### config.mk
export PLATFORM = sky130hd
export DESIGN_NAME = feedback_moving_average_unit
export DESIGN_NICKNAME = d
export VERILOG_FILES = /design/src/hw/rtl/fma_pkg.sv /design/src/hw/rtl/fma_hist_mem.sv /design/src/hw/rtl/fma_div.sv /design/src/hw/rtl/feedback_moving_average_unit.sv
export SDC_FILE = /design/constraint.sdc
export NUM_CORES = 1
export LEC_CHECK = 0
export ABC_AREA = 1
export BUFFER_PORTS_ARGS = -buffer_cell sky130_fd_sc_hd__buf_2
export CORE_MARGIN = 1.5
export CORE_UTILIZATION = 60
export DETAILED_ROUTE_END_ITERATION = 6
export GPL_ROUTABILITY_DRIVEN = 1
export PLACE_DENSITY = 0.77
export SYNTH_ARGS = -nofsm -noshare
export SYNTH_HDL_FRONTEND = slang
export SYNTH_SLANG_ARGS = --single-unit
### constraint.sdc
create_clock -name clk -period 5.5 [get_ports clk]
set_input_delay 0.275 -clock clk [delete_from_list [all_inputs] [get_ports clk]]
set_output_delay 0.275 -clock clk [all_outputs]
set_load 0.005 [all_outputs]
### src/hw/rtl/fma_pkg.sv
// ----------------------------------------------------------------------------
// fma_pkg
// Shared widths and constants for the feedback moving average unit.
// ----------------------------------------------------------------------------
package fma_pkg;

    localparam int SAMPLE_W       = 16;
    localparam int WIN_CFG_W      = 5;
    localparam int MAX_WINDOW_DEF = 16;

    localparam logic [WIN_CFG_W-1:0] WINDOW_RESET = WIN_CFG_W'(10);

endpackage

### src/hw/rtl/fma_hist_mem.sv
// ----------------------------------------------------------------------------
// fma_hist_mem
// History ring storage: one write port, one read port, registered read data.
// ----------------------------------------------------------------------------
module fma_hist_mem #(
    parameter int DEPTH = fma_pkg::MAX_WINDOW_DEF - 1,
    parameter int AW    = 4,
    parameter int DW    = fma_pkg::SAMPLE_W
) (
    input  logic          clk,
    input  logic          we,
    input  logic [AW-1:0] waddr,
    input  logic [DW-1:0] wdata,
    input  logic          re,
    input  logic [AW-1:0] raddr,
    output logic [DW-1:0] rdata
);

    logic [DW-1:0] mem [DEPTH];
    logic [DW-1:0] rdata_reg;

    always_ff @(posedge clk)
    begin
        if (we)
        begin
            mem[waddr] <= wdata;
        end
        if (re)
        begin
            rdata_reg <= mem[raddr];
        end
    end

    assign rdata = rdata_reg;

endmodule

### src/hw/rtl/fma_div.sv
// ----------------------------------------------------------------------------
// fma_div
// Restoring serial divider, one quotient bit per cycle.
// ----------------------------------------------------------------------------
module fma_div #(
    parameter int NW = 20,   // dividend / quotient width
    parameter int DW = 5     // divisor width
) (
    input  logic          clk,
    input  logic          rst_n,
    input  logic          start,
    input  logic [NW-1:0] dividend,
    input  logic [DW-1:0] divisor,
    output logic          done,
    output logic [NW-1:0] quotient
);

    localparam int CTW = $clog2(NW + 1);

    logic [DW-1:0]  rem_reg;
    logic [NW-1:0]  quo_reg;
    logic [CTW-1:0] cnt_reg;
    logic           busy_reg;
    logic           done_reg;

    logic [DW:0]    trial;
    logic [DW:0]    diff;
    logic           take;

    assign trial = {rem_reg, quo_reg[NW-1]};
    assign diff  = trial - {1'b0, divisor};
    assign take  = (trial >= {1'b0, divisor});

    always_ff @(posedge clk or negedge rst_n)
    begin
        if (!rst_n)
        begin
            busy_reg <= 1'b0;
            done_reg <= 1'b0;
            cnt_reg  <= '0;
        end
        else
        begin
            done_reg <= 1'b0;
            if (start)
            begin
                busy_reg <= 1'b1;
                cnt_reg  <= CTW'(NW);
            end
            else if (busy_reg)
            begin
                cnt_reg <= cnt_reg - CTW'(1);
                if (cnt_reg == CTW'(1))
                begin
                    busy_reg <= 1'b0;
                    done_reg <= 1'b1;
                end
            end
        end
    end

    always_ff @(posedge clk)
    begin
        if (start)
        begin
            rem_reg <= '0;
            quo_reg <= dividend;
        end
        else if (busy_reg)
        begin
            rem_reg <= take ? diff[DW-1:0] : trial[DW-1:0];
            quo_reg <= {quo_reg[NW-2:0], take};
        end
    end

    assign done     = done_reg;
    assign quotient = quo_reg;

endmodule

### src/hw/rtl/feedback_moving_average_unit.sv
// ----------------------------------------------------------------------------
// feedback_moving_average_unit
// Causal moving average whose history ring holds its own earlier outputs.
// ----------------------------------------------------------------------------
// Each result averages the input beat with use history entries, where use is
// up to MAX_WINDOW-1; the sum width SW is 20 for MAX_WINDOW = 16.
// One item at a time: the next beat is taken the cycle after the result
// registers; history reads (one per cycle) and the serial divider set how long each item takes.
// Reset: window_reg returns to 10, history empty; ring contents undefined.
// ----------------------------------------------------------------------------
module feedback_moving_average_unit #(
    parameter int MAX_WINDOW = fma_pkg::MAX_WINDOW_DEF
) (
    input  logic                               clk,
    input  logic                               rst_n,
    input  logic                               cfg_wr_en,
    input  logic [fma_pkg::WIN_CFG_W-1:0]      cfg_wr_data,
    input  logic                               item_valid,
    output logic                               item_ready,
    input  logic [fma_pkg::SAMPLE_W-1:0]       sample,
    input  logic                               first,
    output logic                               result_valid,
    input  logic                               result_ready,
    output logic [fma_pkg::SAMPLE_W-1:0]       filtered
);

    localparam int HDEPTH = MAX_WINDOW - 1;
    localparam int PW     = (HDEPTH > 1) ? $clog2(HDEPTH) : 1;
    localparam int CNTW   = $clog2(MAX_WINDOW);
    localparam int CW     = $clog2(MAX_WINDOW + 1);
    localparam int SW     = fma_pkg::SAMPLE_W + $clog2(MAX_WINDOW);
    localparam int XW     = fma_pkg::SAMPLE_W;

    typedef enum logic [1:0] {
        ST_IDLE,
        ST_ACC,
        ST_DIV,
        ST_FIN
    } state_t;

    state_t                 state_reg;
    logic [fma_pkg::WIN_CFG_W-1:0] window_reg;
    logic [PW-1:0]          wp_reg;
    logic [CNTW-1:0]        count_reg;
    logic [PW-1:0]          rd_ptr_reg;
    logic [CW-1:0]          issue_left_reg;
    logic                   rd_vld_reg;
    logic [SW-1:0]          total_reg;
    logic [CW-1:0]          divisor_reg;
    logic                   div_start_reg;
    logic                   result_valid_reg;
    logic [XW-1:0]          filtered_reg;

    logic [CW-1:0]          eff_w;
    logic [PW-1:0]          wp_eff;
    logic [CNTW-1:0]        count_eff;
    logic [CW-1:0]          use_cnt;
    logic [PW-1:0]          rd_start;
    logic                   accept;
    logic                   out_free;
    logic                   mem_we;
    logic                   mem_re;
    logic [XW-1:0]          mem_rdata;
    logic                   div_done;
    logic [SW-1:0]          div_quo;
    logic [XW-1:0]          result;

    // effective window: zero acts as one, large values clamp
    always_comb
    begin
        if (window_reg == '0)
            eff_w = CW'(1);
        else if (32'(window_reg) > MAX_WINDOW)
            eff_w = CW'(MAX_WINDOW);
        else
            eff_w = CW'(window_reg);
    end

    assign accept    = item_valid && item_ready;
    assign wp_eff    = first ? '0 : wp_reg;
    assign count_eff = first ? '0 : count_reg;

    always_comb
    begin
        if (CW'(count_eff) > (eff_w - CW'(1)))
            use_cnt = eff_w - CW'(1);
        else
            use_cnt = CW'(count_eff);
    end

    assign rd_start = (wp_eff == '0) ? PW'(HDEPTH - 1) : wp_eff - PW'(1);

    assign out_free = !result_valid_reg || result_ready;
    assign mem_we   = (state_reg == ST_FIN) && out_free;
    assign mem_re   = (state_reg == ST_ACC) && (issue_left_reg != '0);
    assign result   = div_quo[XW-1:0];

    always_ff @(posedge clk or negedge rst_n)
    begin
        if (!rst_n)
        begin
            state_reg        <= ST_IDLE;
            window_reg       <= fma_pkg::WINDOW_RESET;
            wp_reg           <= '0;
            count_reg        <= '0;
            issue_left_reg   <= '0;
            rd_vld_reg       <= 1'b0;
            div_start_reg    <= 1'b0;
            result_valid_reg <= 1'b0;
        end
        else
        begin
            div_start_reg <= 1'b0;
            if (cfg_wr_en)
            begin
                window_reg <= cfg_wr_data;
            end
            if (result_valid_reg && result_ready)
            begin
                result_valid_reg <= 1'b0;
            end

            unique case (state_reg)
                ST_IDLE:
                begin
                    if (accept)
                    begin
                        wp_reg         <= wp_eff;
                        count_reg      <= count_eff;
                        issue_left_reg <= use_cnt;
                        state_reg      <= ST_ACC;
                    end
                end
                ST_ACC:
                begin
                    // one read issued per cycle, data lands in the next cycle
                    rd_vld_reg <= mem_re;
                    if (mem_re)
                    begin
                        issue_left_reg <= issue_left_reg - CW'(1);
                    end
                    else if (!rd_vld_reg)
                    begin
                        div_start_reg <= 1'b1;
                        state_reg     <= ST_DIV;
                    end
                end
                ST_DIV:
                begin
                    if (div_done)
                    begin
                        state_reg <= ST_FIN;
                    end
                end
                ST_FIN:
                begin
                    if (out_free)
                    begin
                        result_valid_reg <= 1'b1;
                        wp_reg <= (wp_reg == PW'(HDEPTH - 1)) ? '0 : wp_reg + PW'(1);
                        if (32'(count_reg) < HDEPTH)
                        begin
                            count_reg <= count_reg + CNTW'(1);
                        end
                        state_reg <= ST_IDLE;
                    end
                end
                default:
                begin
                    state_reg <= ST_IDLE;
                end
            endcase
        end
    end

    // datapath registers
    always_ff @(posedge clk)
    begin
        if (accept)
        begin
            total_reg   <= SW'(sample);
            divisor_reg <= use_cnt + CW'(1);
            rd_ptr_reg  <= rd_start;
        end
        else if (state_reg == ST_ACC)
        begin
            if (mem_re)
            begin
                rd_ptr_reg <= (rd_ptr_reg == '0) ? PW'(HDEPTH - 1) : rd_ptr_reg - PW'(1);
            end
            if (rd_vld_reg)
            begin
                total_reg <= total_reg + SW'(mem_rdata);
            end
        end
        if (mem_we)
        begin
            filtered_reg <= result;
        end
    end

    fma_hist_mem #(
        .DEPTH (HDEPTH),
        .AW    (PW),
        .DW    (XW)
    ) u_hist (
        .clk   (clk),
        .we    (mem_we),
        .waddr (wp_reg),
        .wdata (result),
        .re    (mem_re),
        .raddr (rd_ptr_reg),
        .rdata (mem_rdata)
    );

    fma_div #(
        .NW (SW),
        .DW (CW)
    ) u_div (
        .clk      (clk),
        .rst_n    (rst_n),
        .start    (div_start_reg),
        .dividend (total_reg),
        .divisor  (divisor_reg),
        .done     (div_done),
        .quotient (div_quo)
    );

    assign item_ready   = (state_reg == ST_IDLE);
    assign result_valid = result_valid_reg;
    assign filtered     = filtered_reg;

endmodule
==> flow_metrics.tcl, run 1 <==
set metrics [dict create \
    viasPerCell 6.02 \
    finalHoldWorstSlack_ps 9.24 \
    die_w_um 166 \
    yosys_warnings 0 \
    synth_mux_area_share_pct 0.134 \
    syn_area_per_cell_um2 11.1 \
    fin_cells 1836 \
    wire_per_inst_um 20.3 \
    rsz0062_at_grt "false" \
    postLayoutSetupSlackWorst_ps 2570 \
    path_clk_slew_ps 70 \
    dp_slack_ps 2580 \
    cts.path.max_buffers 3 \
    crit_required_ps 5650 \
    start_kind "flop" \
    dp_cells 1763 \
    portBuffers 44 \
    route.met3.wl_um 2730 \
    num_io_pins 45 \
    worst_slew_pin_slew_ps 1180 \
    tns_ps 0 \
    path_class "reg -> reg" \
    finClkSkew_ps 13.7 \
    dr_wl_met2_um 18300 \
    hold_path_class "in -> reg" \
    final_nets 1542 \
    place.gp.congestion 0.846 \
    timing.final.crit_share_pct 53.3 \
    drv_cap 0 \
    grt_pass1_vias 10884 \
    largest_reg_flops 240 \
    synthSimpleGateAreaFrac_pct 14.5 \
    drt_iter0_drc 1456 \
    fp-row-count 59 \
    fillers 1898 \
    grt_max_degree 95 \
    cp.arrival_ps 3080 \
    area_delta_synth_final_pct 11.1 \
    synth_edf_count 317 \
    clock_latency_ps 530 \
    synthArstFlopShare_pct 8.43 \
    syn_nets 1500 \
    ant_nets 0 \
    design.die.area_um2 27400 \
    vdd_drop_max_mv 0.376 \
    status "finished clean" \
    antenna_cells 0 \
    cts_buffers 37 \
    htree_levels 2 \
    p_leak_nw 6.66 \
    grt_usage_pct 27.4 \
    start_util_pct 61.1 \
    cts-root-buf "clkbuf_16" \
    ys.flop_type "edfxtp_1" \
    drt-total-wl_um 37300 \
    slew_headroom_pct 20.9 \
    firstDrtPassIters 6 \
    r2r_cells 5 \
    highest_layer "met4" \
    wl_met1_um 15400 \
    hold_path_depth 3 \
    drive_above_1_share_pct 10.7 \
    reg2reg_setup_slack_ps 2570 \
    dr_total_vias 11047 \
    synth-xor-area-share_pct 0.607 \
    core_um2 26000 \
    netlist_area_um2 15900 \
    ys_seq_area_share_pct 65.9 \
    synth_cells 1431 \
    grt_pass1_wl_um 58900 \
    power_density_nw_per_um2 601 \
    min_period_ps 2930 \
    worstPathMaxFanout 19 \
    drc_errors 0 \
    setup_viol 0 \
    drv_slew 0 \
    synth_top_family_by_area "simple AND/OR/NAND/NOR gates" \
    cts_tree "done" \
    grt-ovfl-total 0 \
    worstSetupEndpointType "flop" \
    dp_hpwl_um 23000 \
    synth_compound_area_share_pct 11.0 \
    ys_types 49 \
    die_h_um 166 \
    antenna_found_initial 0 \
    clock-sinks 356 \
    synthAdderAreaFrac_pct 3.41 \
    max_freq_mhz 341 \
    hold_violations 0 \
    ys_ff_latch 356 \
]
cells by family after synthesis:
| kind of cell | after synthesis |
|---|---|
| fa+ha+maj | 42 |
| xor+xnor | 11 |
| mux | 2 |
| simple gates | 564 |
| compound gates | 298 |
| flops | 356 |
| buf+inv | 158 |
what timing repair did:
item,CTS,global route
hold buffers,6,0
gates resized for setup,0,0
setup buffers,0,0
endpoints found under the hold margin,33,0
cell usage after synthesis (4+ instances only):
library cell | n | area [µm²]
nand2_2 | 8 | 50.1
nand3b_1 | 8 | 60.1
nand3_1 | 52 | 260
dfrtp_1 | 28 | 701
o21ai_0 | 138 | 691
o22ai_1 | 12 | 75.1
nor2_2 | 4 | 25.0
o211ai_1 | 18 | 135
edfxtp_1 | 317 | 9520
o21ai_1 | 10 | 50.1
xnor2_1 | 4 | 35.0
ha_1 | 40 | 500
inv_2 | 9 | 33.8
o221ai_1 | 38 | 333
a21oi_1 | 66 | 330
nor3_1 | 8 | 40.0
xor2_1 | 7 | 61.3
dfxtp_1 | 9 | 180
nor2_1 | 175 | 657
inv_1 | 85 | 319
buf_6 | 11 | 124
buf_2 | 17 | 85.1
nand2_1 | 294 | 1100
clkbuf_1 | 30 | 113
layer usage:
layer	vias to the layer above	GRT usage (%)
li1	5124	-
met1	5386	38.6
met2	479	45.1
met3	58	3.61
met4	0	8.50
met5	-	0
layout by cell type, fill, tap and decap left out, types with 4 or more instances in the layout:
cell type | Yosys | final
buf_4 | 3 | 15
nor2_2 | 4 | 9
o211ai_1 | 18 | 18
xnor2_1 | 4 | 4
o21ai_1 | 10 | 10
nor2_1 | 175 | 170
o22ai_1 | 12 | 12
clkbuf_16 | 0 | 37
clkbuf_1 | 30 | 6
inv_1 | 85 | 85
clkinv_2 | 0 | 5
inv_2 | 9 | 9
nand3_1 | 52 | 52
ha_1 | 40 | 40
bufinv_16 | 0 | 6
o21ai_0 | 138 | 138
dfxtp_1 | 9 | 9
clkinv_1 | 1 | 5
xor2_1 | 7 | 7
o221ai_1 | 38 | 38
dlygate4sd3_1 | 0 | 6
dfrtp_1 | 28 | 28
nor3_1 | 8 | 5
nand2_2 | 8 | 8
a21oi_1 | 66 | 66
edfxtp_1 | 317 | 317
nand2_1 | 294 | 294
buf_2 | 17 | 44
nand3b_1 | 8 | 8
final timing paths:
path / from / endpoint
hold / removal: sample[13] / total_reg[13]
setup / recovery: state_reg[0] / u_hist.mem[10][3]
max in group asynchronous: rst_n / window_reg[0]
setup reg to reg: state_reg[0] / u_hist.mem[10][3]
min in group asynchronous: rst_n / u_div.cnt_reg[2]
hold reg to reg: u_div.rem_reg[4] / u_div.rem_reg[4]
worst max-delay path: stages (launching register included):
cell and delay, ps:
dfrtp_1 370, ha_1 300, nand2_1 180, inv_1 630
nand3_1 310, nor2_2 750
power breakdown:
group	internal, W	switching [W]
combinational	0.00117	0.00260
sequential	0.00376	0.000459
clock	0.00156	0.00105
total	0.00649	0.00411
stage by stage:
stage                     instance area [µm²]  power (W)  util, %
final                                   17600     0.0106     67.8
after global routing                    17600     0.0112     67.8
after CTS                               17600     0.0106     67.8
after detailed placement                16300    0.00794     62.7
after global placement                  16300    0.00781     62.7
after floorplan                         15900    0.00683        -
cell type report:
type,count,area (µm²),area share [%]
well taps,335,419,2.38
clock buffers,45,976,5.54
repair buffers,65,393,2.23
inverters,96,363,2.06
clock inverters,22,290,1.65
flip-flops and latches,356,10500,59.3
multi-input cells,917,4730,26.9
Note: power is estimated with default switching activity, not from simulation.
==> run 2, diff against run 1 <==
Settings changed: CORE_UTILIZATION 60 to 56, PLACE_DENSITY 0.77 to 0.76.
Clock period 5.5 ns to 2.65 ns, I/O delays scaled along.
==> flow_metrics.tcl, run 2 (same netlist as run 1, synthesis figures left out) <==
set metrics [dict create \
    status "finished clean" \
    antenna_found_initial 0 \
    grt_pass1_vias 10760 \
    p_leak_nw 6.87 \
    vdd_drop_max_mv 0.805 \
    dr_total_vias 11197 \
    design.die.area_um2 29300 \
    slew_headroom_pct 36.4 \
    cts_tree "done" \
    power_density_nw_per_um2 1200 \
    final_nets 1596 \
    die_w_um 171 \
    hold_violations 0 \
    multi_input_area_um2 4800 \
    firstDrtPassIters 6 \
    drt-total-wl_um 37200 \
    drv_slew 0 \
    clock_latency_ps 520 \
    portBuffers 44 \
    cts_buffers 37 \
    max_freq_mhz 390 \
    fillers 2044 \
    sw_frac_of_total_pct 38.4 \
    power_switching_w 0.00835 \
    antenna_cells 0 \
    area_delta_synth_final_pct 14.4 \
    cp.arrival_ps 2830 \
    cts-root-buf "clkbuf_16" \
    crit_required_ps 2910 \
    worst_slew_pin_slew_ps 953 \
    fp-row-count 61 \
    pwr-share-comb_pct 37.2 \
    tns_ps 0 \
    place.gp.congestion 0.882 \
    drc_errors 0 \
    path_class "reg -> reg" \
    seqCellArea_um2 10500 \
    drv_cap 0 \
    die_h_um 171 \
    wire_per_inst_um 19.3 \
    grt_pass1_wl_um 57900 \
    grt_max_degree 115 \
    timing.final.crit_share_pct 96.9 \
    finClkSkew_ps 15.0 \
    hold_path_class "in -> reg" \
    drive_above_1_share_pct 12.1 \
    grt-ovfl-total 0 \
    worstPathMaxFanout 4 \
    num_io_pins 45 \
    ant_nets 0 \
    dp_hpwl_um 22800 \
    viasPerCell 5.80 \
    layout_common_cells "317 x edfxtp_1, 289 x nand2_1, 173 x nor2_1, 138 x o21ai_0, 85 x inv_1" \
    p_int_w 0.0134 \
    drt_iter0_drc 1048 \
    start_util_pct 56.9 \
    setup_viol 0 \
    layout_commonest_cell "edfxtp_1" \
    fin_cells 1929 \
    htree_levels 2 \
    start_kind "flop" \
    design_power_total_w 0.0217 \
    clock-sinks 356 \
    seq_power_share_pct 40.0 \
    core_um2 27900 \
    path_clk_slew_ps 60 \
    cts.path.max_buffers 3 \
    worstSetupEndpointType "flop" \
    pwr-share-clk_pct 22.9 \
    min_period_ps 2570 \
    dp_cells 1830 \
    largest_reg_flops 240 \
    grt_usage_pct 26.0 \
]
-- run 2: worst paths after layout --
kind                                        from               end  slack, ps  cells after the start
worst max-delay path               window_reg[1]    divisor_reg[2]         80                     18
min in group asynchronous                  rst_n     window_reg[4]        200                      2
max in group asynchronous                  rst_n     window_reg[2]       1980                      2
worst max register to register     window_reg[1]    divisor_reg[2]         80                     18
worst min register to register  u_div.rem_reg[4]  u_div.rem_reg[4]        460                      2
worst min-delay path                       first      count_reg[1]        160                      4
-- run 2: critical path: stages, from the launching register on --
cell and delay, ps:
dfstp_2 550, inv_1 60, nand2_1 60, nand2_1 60
nand2_2 110, buf_6 120, nand2_1 70, nand2_1 100
nand2_1 60, inv_1 90, ha_4 210, nand2_2 80
inv_1 40, nand2_1 70, nand2_2 100, nand3_1 140
nand2_4 90, ha_4 170, xor2_1 150
-- run 2: per-stage QoR --
| step | setup WS (ps) | util [%] | instance area [µm²] | hold WS, ps |
|---|---|---|---|---|
| after floorplan | 168 | - | 15900 | -163 |
| final | 83.3 | 65.2 | 18200 | 159 |
| after global routing | -73.6 | 65.2 | 18200 | 193 |
| after global placement | 88.3 | 59.5 | 16600 | 205 |
| after CTS | 13.3 | 64.8 | 18000 | 125 |
| after detailed placement | 21.4 | 59.5 | 16600 | 211 |
-- run 2: layout make-up --
cell class / instances / share of cell area (%)
Sequential cell: 356 / 57.6
Timing Repair Buffer: 119 / 5.12
Multi-Input combinational cell: 917 / 26.4
Clock buffer: 49 / 5.40
Tap cell: 378 / 2.61
Clock inverter: 14 / 0.848
Inverter: 96 / 2.00
-- run 2: power by group through the flow --
stage               clock (W)  sequential (W)  combinational (W)
finish                0.00497         0.00869            0.00808
global route          0.00526         0.00881            0.00901
CTS                   0.00503         0.00868            0.00795
detailed placement          0         0.00877            0.00784
global placement            0         0.00875            0.00757
floorplan                   0         0.00836            0.00581
-- run 2: layer usage --
layer	wire, µm	share of wire (%)	track usage (%)
met4	1030	2.8	9.00
met2	17900	48	42.6
met5	0	0	0
met1	15600	42	35.9
met3	2730	7.3	3.68
-- run 2: what timing repair did --
item,4_1_cts,5_1_grt
hold buffers,32,0
setup endpoints to repair,0,4
hold endpoints to repair,50,0
setup buffers,0,4
resized for setup,0,17
